`config.mk`:
```
export PLATFORM = sky130hd
export DESIGN_NAME = first_match_rule_classifier_core
export DESIGN_NICKNAME = d
export VERILOG_FILES = /design/src/rtl/fmrc_pkg.sv /design/src/rtl/fmrc_ram.sv /design/src/rtl/fmrc_match.sv /design/src/rtl/first_match_rule_classifier_core.sv
export SDC_FILE = /design/constraint.sdc
export NUM_CORES = 2
export LEC_CHECK = 0
export BUFFER_PORTS_ARGS = -buffer_cell sky130_fd_sc_hd__buf_2
export CAP_MARGIN = 40
export CORE_MARGIN = 2
export CORE_UTILIZATION = 35
export CTS_CLUSTER_DIAMETER = 50
export CTS_CLUSTER_SIZE = 20
export DETAILED_ROUTE_END_ITERATION = 12
export PLACE_DENSITY = 0.48
export SETUP_SLACK_MARGIN = 0.3
export SYNTH_ARGS = -nofsm -noshare
export SYNTH_HDL_FRONTEND = slang
export SYNTH_SLANG_ARGS = --single-unit
```
`constraint.sdc`:
```
create_clock -name clk -period 28 [get_ports clk]
set_input_delay 2.8 -clock clk [delete_from_list [all_inputs] [get_ports clk]]
set_output_delay 2.8 -clock clk [all_outputs]
set_load 0.01 [all_outputs]
```
`src/rtl/fmrc_pkg.sv`:
```
// ----------------------------------------------------------------------------
// First-match rule classifier package
// Word types for both channels, opcodes and condition mask bit positions.
// ----------------------------------------------------------------------------
package fmrc_pkg;

  localparam logic OP_LOOKUP = 1'b0;
  localparam logic OP_WRITE  = 1'b1;

  localparam int C_PROCESS  = 0;
  localparam int C_FUNCTION = 1;
  localparam int C_CALLER   = 2;
  localparam int C_LADDR    = 3;
  localparam int C_LPORT    = 4;
  localparam int C_RADDR    = 5;
  localparam int C_RPORT    = 6;

  localparam int COND_BITS  = 7;
  localparam int COUNT_BITS = 5;

  typedef struct packed {
    logic               opcode;
    logic [3:0]         rule_index;
    logic [6:0]         cond_mask;
    logic [15:0]        process_id;
    logic [15:0]        function_id;
    logic [31:0]        caller_addr;
    logic [47:0]        local_endpoint;
    logic [47:0]        remote_endpoint;
    logic               local_present;
    logic               remote_present;
    logic signed [31:0] verdict_value;
    logic [31:0]        verdict_error;
  } in_word_t;

  typedef struct packed {
    logic               proceed;
    logic signed [31:0] forced_value;
    logic [31:0]        forced_error;
  } out_word_t;

endpackage

```
`src/rtl/fmrc_ram.sv`:
```
// ----------------------------------------------------------------------------
// Generic single-port-write RAM
// One write port and one read port with registered read data.
// ----------------------------------------------------------------------------
module fmrc_ram #(
  parameter int unsigned WIDTH     = 8,
  parameter int unsigned DEPTH     = 16,
  parameter int unsigned ADDR_BITS = (DEPTH > 1) ? $clog2(DEPTH) : 1
) (
  input  logic                 clk,
  input  logic                 we,
  input  logic [ADDR_BITS-1:0] waddr,
  input  logic [WIDTH-1:0]     wdata,
  input  logic                 re,
  input  logic [ADDR_BITS-1:0] raddr,
  output logic [WIDTH-1:0]     rdata
);

  logic [WIDTH-1:0] mem [DEPTH];
  logic [WIDTH-1:0] rdata_r;

  always_ff @(posedge clk) begin
    if (we) begin
      mem[waddr] <= wdata;
    end
    if (re) begin
      rdata_r <= mem[raddr];
    end
  end

  assign rdata = rdata_r;

endmodule

```
`src/rtl/fmrc_match.sv`:
```
// ----------------------------------------------------------------------------
// Rule match unit
// Checks one stored rule entry against the lookup word under its mask.
// ----------------------------------------------------------------------------
module fmrc_match #(
  parameter int unsigned IDW = 16
) (
  input  fmrc_pkg::in_word_t item,
  input  logic [6:0]         e_cond,
  input  logic [IDW-1:0]     e_proc,
  input  logic [IDW-1:0]     e_func,
  input  logic [31:0]        e_caller,
  input  logic [47:0]        e_local,
  input  logic [47:0]        e_remote,
  output logic               hit
);

  logic proc_ok;
  logic func_ok;
  logic caller_ok;
  logic laddr_ok;
  logic lport_ok;
  logic raddr_ok;
  logic rport_ok;

  assign proc_ok   = !e_cond[fmrc_pkg::C_PROCESS] || (item.process_id[IDW-1:0] == e_proc);
  assign func_ok   = !e_cond[fmrc_pkg::C_FUNCTION] || (item.function_id[IDW-1:0] == e_func);
  assign caller_ok = !e_cond[fmrc_pkg::C_CALLER] || (item.caller_addr == e_caller);
  assign laddr_ok  = !e_cond[fmrc_pkg::C_LADDR] ||
                     (item.local_present && (item.local_endpoint[47:16] == e_local[47:16]));
  assign lport_ok  = !e_cond[fmrc_pkg::C_LPORT] ||
                     (item.local_present && (item.local_endpoint[15:0] == e_local[15:0]));
  assign raddr_ok  = !e_cond[fmrc_pkg::C_RADDR] ||
                     (item.remote_present && (item.remote_endpoint[47:16] == e_remote[47:16]));
  assign rport_ok  = !e_cond[fmrc_pkg::C_RPORT] ||
                     (item.remote_present && (item.remote_endpoint[15:0] == e_remote[15:0]));

  assign hit = proc_ok && func_ok && caller_ok && laddr_ok && lport_ok && raddr_ok && rport_ok;

endmodule

```
`src/rtl/first_match_rule_classifier_core.sv`:
```
// ----------------------------------------------------------------------------
// First-match rule classifier core
// Rule writes can follow back to back. A lookup reads one rule per cycle from
// rule zero up and stops at the first hit; that rule's verdict, or a proceed word
// on a miss or an empty table, is registered once no result is held stalled at
// the output. The next word is taken once the result is registered.
// Reset is synchronous and clears control state and the rule count only.
// ----------------------------------------------------------------------------
module first_match_rule_classifier_core #(
  parameter int unsigned RULES   = 16,
  parameter int unsigned ID_BITS = 16
) (
  input  logic                clk,
  input  logic                rst_n,
  input  logic                in_valid,
  output logic                in_stall,
  input  fmrc_pkg::in_word_t  in_word,
  output logic                out_valid,
  input  logic                out_stall,
  output fmrc_pkg::out_word_t out_word,
  input  logic                cfg_we,
  input  logic [4:0]          cfg_wdata
);

  localparam int unsigned IDW   = (ID_BITS < 16) ? ID_BITS : 16;
  localparam int unsigned AW    = (RULES > 1) ? $clog2(RULES) : 1;
  localparam int unsigned EW    = fmrc_pkg::COND_BITS + 2 * IDW + 32 + 48 + 48 + 32 + 32;
  localparam int unsigned O_ERR = 0;
  localparam int unsigned O_VAL = O_ERR + 32;
  localparam int unsigned O_REM = O_VAL + 32;
  localparam int unsigned O_LOC = O_REM + 48;
  localparam int unsigned O_CAL = O_LOC + 48;
  localparam int unsigned O_FUN = O_CAL + 32;
  localparam int unsigned O_PRC = O_FUN + IDW;
  localparam int unsigned O_CND = O_PRC + IDW;

  typedef enum logic [1:0] {
    ST_IDLE = 2'b01,
    ST_SCAN = 2'b10
  } state_t;

  state_t              state_r, state_nxt;
  fmrc_pkg::in_word_t  item_r, item_nxt;
  logic [4:0]          count_r, count_nxt;
  logic [4:0]          n_r, n_nxt;
  logic [4:0]          issue_r, issue_nxt;
  logic                pending_r, pending_nxt;
  logic                out_valid_r, out_valid_nxt;
  fmrc_pkg::out_word_t out_word_r, out_word_nxt;

  logic                in_accept;
  logic [4:0]          n_w;
  logic                wr_en;
  logic [8:0]          widx;
  logic [8:0]          ridx;
  logic                rd_en;
  logic [EW-1:0]       wr_entry;
  logic [EW-1:0]       rd_entry;
  logic                hit;
  logic                done;
  logic                finish;
  fmrc_pkg::out_word_t res;

  assign in_stall  = (state_r != ST_IDLE);
  assign in_accept = in_valid && !in_stall;
  assign n_w       = (32'(count_r) > RULES) ? 5'(RULES) : count_r;

  assign wr_en = in_accept && (in_word.opcode == fmrc_pkg::OP_WRITE) &&
                 (32'(in_word.rule_index) < RULES);
  assign widx  = {5'b0, in_word.rule_index};
  assign ridx  = {4'b0, issue_r};
  assign wr_entry = {in_word.cond_mask, in_word.process_id[IDW-1:0],
                     in_word.function_id[IDW-1:0], in_word.caller_addr,
                     in_word.local_endpoint, in_word.remote_endpoint,
                     in_word.verdict_value, in_word.verdict_error};

  fmrc_ram #(
    .WIDTH (EW),
    .DEPTH (RULES)
  ) u_table (
    .clk   (clk),
    .we    (wr_en),
    .waddr (widx[AW-1:0]),
    .wdata (wr_entry),
    .re    (rd_en),
    .raddr (ridx[AW-1:0]),
    .rdata (rd_entry)
  );

  fmrc_match #(
    .IDW (IDW)
  ) u_match (
    .item     (item_r),
    .e_cond   (rd_entry[O_CND +: fmrc_pkg::COND_BITS]),
    .e_proc   (rd_entry[O_PRC +: IDW]),
    .e_func   (rd_entry[O_FUN +: IDW]),
    .e_caller (rd_entry[O_CAL +: 32]),
    .e_local  (rd_entry[O_LOC +: 48]),
    .e_remote (rd_entry[O_REM +: 48]),
    .hit      (hit)
  );

  assign done   = (pending_r && hit) || (!pending_r && (issue_r == n_r));
  assign finish = (state_r == ST_SCAN) && done && (!out_valid_r || !out_stall);
  assign rd_en  = (state_r == ST_SCAN) && !done && (issue_r < n_r);

  always_comb begin
    res.proceed      = !(pending_r && hit);
    res.forced_value = (pending_r && hit) ? rd_entry[O_VAL +: 32] : 32'sd0;
    res.forced_error = (pending_r && hit) ? rd_entry[O_ERR +: 32] : 32'd0;
  end

  always_comb begin
    state_nxt     = state_r;
    item_nxt      = item_r;
    count_nxt     = cfg_we ? cfg_wdata : count_r;
    n_nxt         = n_r;
    issue_nxt     = issue_r;
    pending_nxt   = pending_r;
    out_valid_nxt = out_valid_r && out_stall;
    out_word_nxt  = out_word_r;
    case (state_r)
      ST_IDLE: begin
        if (in_accept && (in_word.opcode == fmrc_pkg::OP_LOOKUP)) begin
          item_nxt    = in_word;
          n_nxt       = n_w;
          issue_nxt   = 5'd0;
          pending_nxt = 1'b0;
          state_nxt   = ST_SCAN;
        end
      end
      ST_SCAN: begin
        if (finish) begin
          out_valid_nxt = 1'b1;
          out_word_nxt  = res;
          pending_nxt   = 1'b0;
          state_nxt     = ST_IDLE;
        end else if (!done) begin
          pending_nxt = rd_en;
          if (rd_en) begin
            issue_nxt = issue_r + 5'd1;
          end
        end
      end
      default: begin
        state_nxt   = ST_IDLE;
        pending_nxt = 1'b0;
      end
    endcase
  end

  always_ff @(posedge clk) begin
    if (!rst_n) begin
      state_r     <= ST_IDLE;
      count_r     <= 5'd0;
      n_r         <= 5'd0;
      issue_r     <= 5'd0;
      pending_r   <= 1'b0;
      out_valid_r <= 1'b0;
    end else begin
      state_r     <= state_nxt;
      count_r     <= count_nxt;
      n_r         <= n_nxt;
      issue_r     <= issue_nxt;
      pending_r   <= pending_nxt;
      out_valid_r <= out_valid_nxt;
    end
  end

  always_ff @(posedge clk) begin
    item_r     <= item_nxt;
    out_word_r <= out_word_nxt;
  end

  assign out_valid = out_valid_r;
  assign out_word  = out_word_r;

endmodule

```
# Word level (Yosys, flattened, before mapping)

Memory sizes are Yosys's and may differ from the RTL's. A register that Yosys moved wholly into a read port is not among the register bits.
Index checks and enable logic that the tools add are counted.

Word-level logic and storage cells: 103
Input bits: 248
Register bits after elaboration: 246
Output and inout port bits: 67
Memory bits (writable): 3696
Memories kept: 1

Mux-type cells: 17
Reduce and logical (&&, ||, !) cells: 48
Equal/unequal tests: 17
Magnitude comparators: 2
Add/subtract/negate cells: 1
Bitwise logic cells: 1

Memories:

| memory      | depth | bits a word | rd ports | clocked after memory_dff | wr ports | RTL line       | RTL |
|---|---|---|---|---|---|---|---|
| u_table.mem | 16    | 231         | 1        | 1                        | 1        | fmrc_ram.sv:19 | `logic [WIDTH-1:0] mem [DEPTH];` |

Operators by type and width:

| operator            | number |
|---|---|
| $eq 32x32->1        | 3 |
| $eq 16x16->1        | 4 |
| $mux 5              | 5 |
| $logic_and 1x1->1   | 20 |
| $logic_not 1->1     | 13 |
| $ne 2x2->1 const B  | 5 |
| $pmux 5 s2          | 1 |
| $logic_or 1x1->1    | 9 |
| $reduce_and 2->1    | 4 |
| $mux 1              | 7 |
| $add 5x1->5 const B | 1 |
| $eq 5x5->1          | 1 |
| $gt 5x5->1 const B  | 1 |
| $lt 5x5->1          | 1 |
| $reduce_and 5->1    | 1 |
| $mux 2              | 2 |
| $pmux 2 s2          | 1 |
| $ne 3x3->1 const B  | 1 |
| $eq 2x1->1 const B  | 1 |
| $eq 2x2->1 const B  | 1 |
| $ne 2x1->1 const B  | 1 |
| $pmux 1 s2          | 1 |
| $reduce_bool 2->1   | 1 |
| $not 1->1           | 1 |

# Longest topological paths before layout

Word-level depth: 17
Mapped depth: 11
Depth with buffers taken out: 8

# Cells and area by module

From an unflattened synthesis, not the netlist that was laid out.

Cells, all modules: 6750
Area total of the unflattened synthesis: 158027.8 um^2

Modules (own cells, without submodules):

| module                           | instances | cells an instance | area each (um^2) |
|---|---|---|---|
| fmrc_ram                         | 1         | 6042              | 145769.8 |
| first_match_rule_classifier_core | 1         | 488               | 10486.3 |
| fmrc_match                       | 1         | 220               | 1771.7 |

# Worst setup path after synthesis

OpenSTA, ideal clock, no wires.

Kind: input port to flip-flop
Start point: in in_word[237] (netlist bit)
End point: mem u_table.mem[0][0] (netlist bit) (enable)
Cell stages on the path: 3
Data arrival time: 18815 ps
Slack: 8076 ps
Required time: 26891 ps
Path through: nand3_1 or3_1 nor3_1

Longest elaborated chain between the ends: 3

RTL lines:

| item                         | RTL line                               | RTL |
|---|---|---|
| start: declaration           | first_match_rule_classifier_core.sv:17 | `input fmrc_pkg::in_word_t in_word,` |
| $logic_and 1x1->1            | first_match_rule_classifier_core.sv:68 | `assign wr_en = in_accept && (in_word.opcode == fmrc_pkg::OP_WRITE) &&` |
| $mux 1                       | fmrc_ram.sv:23                         | `if (we) begin` |
| $mux 1 (implied by the code) | fmrc_ram.sv:24                         | `mem[waddr] <= wdata;` |
| end: declaration             | fmrc_ram.sv:19                         |  |

Every way passes these cells.

# Worst setup path in the final report

Start point: in in_word[237] (netlist bit)
End point: mem u_table.mem[5][115] (netlist bit) (enable)

Same word-level chain as after synthesis.

==> metrics.txt <==
Die X 670 um; Gate Count Post-Synth 6,120; clock power share 0.462; most frequent cells in the layout edfxtp_1 (4,154), mux4_2 (1,119), clkbuf_16 (448); Syn Area/Cell 25.4 um2; setup TNS 0 ns; Final Skew 0.0408 ns; sequential share of power 0.525; CP Capture Type register; Final Max Tran Viols 0; I/O Buffers 314; Die ar. 0.450 mm2; Worst Path Required 28.58 ns; Int Pwr 10.3 mW; Crit path largest cell delay 0.76 ns; commonest non-fill, non-tap cell in the layout edfxtp_1; Syn Nets 6,374; crit path DAT 7.10 ns; post-route minimum period 6.52 ns; relative max-transition margin 0.285; Synth Flop Type edfxtp_1; Worst-path clk slew 0.06 ns; P_sw 2.87 mW; final setup violation count 0; most common cell type on the critical path buf_4; Critical Path Slowest Stage Cell nor2_4; WL per Instance 30.5 um; Final Hold Vio Count 0; max-cap viol count 0; fraction of layout cells with a size suffix above 1 0.341; hold slack 0.468 ns; Clock Tree Buf Depth 4; WL final 401 mm; CP Launch Type primary input; Post-synth EDFFs 4,154; unrepaired setup endpoints after global routing no; number of synthesis warnings 0; Synth Area in Compound Gates 0.00403; postcts setup bufs 0; grt ovf 0; Final Wtd Congestion 0.717; XOR/XNOR Fraction of Synth Area 0.00901; Post-Synth Simple-Gate Area 0.00839; initial antenna violation count 132; initial core utilization 0.352; final period utilization 0.233; post-synthesis mux area share 0.165; Worst Tran Pin Value 1.07 ns; pin count of the biggest net entering global routing 111; CTS root buffer clkbuf_16; DRT iter0 DRCs 5,926; fmax 0.153 GHz; post-route ant nets 0; Post-CTS Hold Fix Bufs 0; Max H-tree Level 5; synth unique cells 44; global-route wire length before repair 567 mm; DR pass1 iterations 7; CTS tree built; adder and majority cell fraction of the synthesized area 0.000483; Mapped Area 0.155 mm2; Combinational Power Share 0.014; CORE AREA 0.442 mm2; Peak supply drop 0.0524 mV; crit path kind primary input to register; Post-CTS Resized 0; Total GRT Usage 0.176; largest family of logic cells by synthesized area multiplexers; number of vias per cell 5.22; pwr dens 72.8 mW/mm2; via count 68,500; synthesized flop and latch total 4,173; DR DRC count 0; crit-path max FO 78; Critical Path, Cell by Cell buf_2, nand3_1, inv_1, nand3b_1, nor2_4, buf_12, buf_4, buf_4, buf_4; number of global-route vias before repair 72,500; Rows 244; clk sinks 4,173; layout overhead on the synthesized area 16.6%; NumNets Final 7,044; DPL Wire Length 217 mm; number of buffers and inverters on the critical path 6; HP Class register to register; post-synthesis sequential area ratio 0.805; Post-synth ARST share 0; delay-heaviest family, CP buffers and inverters; Die Ht 670 um; status completed; Clock Latency Late Sink 0.98 ns; Top Ports 315; switching share of total power 0.218; Pleak 54.9 nW; CTS Buf Count 443
==> layout make-up <==
cell class	count	area [um2]
Fill cell	38500	261000
Antenna cell	40	100
Inverter	11	48.8
Sequential cell	4173	125000
Clock inverter	373	4150
Clock buffer	469	11300
Timing Repair Buffer	509	4040
Multi-Input combinational cell	1652	29200
Tap cell	5904	7390
==> metal layers <==
metal  vias to the layer above  wire [um]  GRT usage
met5                         -        274          0
met4                        44       9080     0.0501
met3                       641      18100     0.0280
met2                      1734     203000      0.297
met1                     38100     170000      0.238
li1                      28000          -          -
==> cell families (layout without fill, tap and decap cells) <==
group | count (synthesis) | in the layout
buffers and inverters | 295 | 1362
muxes | 1161 | 1161
other | 0 | 40
DFF | 4173 | 4173
and+or+nand+nor | 224 | 224
xor gates and xnor gates | 160 | 160
adders and majority gates | 6 | 6
AOI/OAI and AO/OA | 101 | 101
==> sequential cells by signal, indices dropped and copies added, names as in the netlist <==
| register | cells |
|---|---|
| out_word | 65 |
| issue_r | 5 |
| u_table.rdata | 231 |
| count_r | 5 |
| n_r | 5 |
| u_table.mem | 3696 |
| pending_r | 1 |
| item_r | 162 |
| out_valid | 1 |
| state_r | 2 |
==> stage by stage <==
| step | power [mW] | worst slack (ns) | cell area (um2) | utilization | std cells |
|---|---|---|---|---|---|
| finish | 13.2 | 21.48 | 181000 | 0.410 | 13100 |
| global route | 13.6 | 21.26 | 181000 | 0.410 | 13100 |
| CTS | 13.4 | 21.38 | 181000 | 0.410 | 13100 |
| detailed placement | 7.25 | 20.33 | 166000 | 0.375 | 12200 |
| global placement | 7.24 | 20.22 | 165000 | 0.373 | 12200 |
| floorplan | 7.12 | 8.08 | 155000 | - | 6120 |
==> cells in the mapped netlist, types with 2 or more instances <==
library cell | n | area [um2]
edfxtp_1 | 4154 | 125000
mux4_2 | 1119 | 25200
xor2_1 | 156 | 1370
clkbuf_1 | 126 | 473
buf_2 | 102 | 510
and2_1 | 64 | 400
a21oi_1 | 44 | 220
mux2i_1 | 42 | 420
buf_1 | 39 | 146
nor2b_1 | 39 | 244
a211oi_1 | 36 | 270
nor4_1 | 36 | 225
nor2_1 | 23 | 86.3
dfxtp_1 | 19 | 380
nand2_1 | 14 | 52.6
nand3_1 | 13 | 65.1
inv_1 | 11 | 41.3
nand4_1 | 11 | 68.8
nor3_1 | 8 | 40.0
o21ai_0 | 8 | 40.0
buf_4 | 7 | 52.6
ha_1 | 6 | 75.1
clkbuf_2 | 5 | 25.0
buf_6 | 4 | 45.0
nor3b_1 | 4 | 30.0
xnor2_1 | 4 | 35.0
a31oi_1 | 3 | 18.8
nand2b_1 | 3 | 18.8
nand3b_1 | 2 | 15.0
o211ai_1 | 2 | 15.0
o31ai_1 | 2 | 15.0
or3_1 | 2 | 12.5
==> worst paths after layout <==
| kind | from | cells after the start | slack [ns] | to |
|---|---|---|---|---|
| max reg2reg | issue_r[0] | 8 | 22.27 | u_table.rdata[121] |
| min reg2reg | n_r[4] | 2 | 0.47 | n_r[4] |
| max | in_word[237] | 9 | 21.48 | u_table.mem[5][115] |
| min | n_r[4] | 2 | 0.47 | n_r[4] |
==> power by group through the flow <==
stage | sequential [mW] | clock, mW | combinational (mW)
2_1_floorplan | 7.08 | 0 | 0.0425
3_3_place_gp | 7.06 | 0 | 0.175
3_5_place_dp | 7.06 | 0 | 0.185
4_1_cts | 6.93 | 6.25 | 0.185
5_1_grt | 6.93 | 6.49 | 0.196
6_report | 6.93 | 6.10 | 0.178
==> worst register-to-register path, cell delays in order, from the launching register on <==
cell and delay, ns:
dfxtp_4 0.83, buf_12 0.65, buf_4 0.79, buf_12 0.61, buf_4 0.39, buf_16 0.31
buf_4 0.69, mux4_2 0.61, mux4_2 0.57
(Power assumes the default switching activity.)
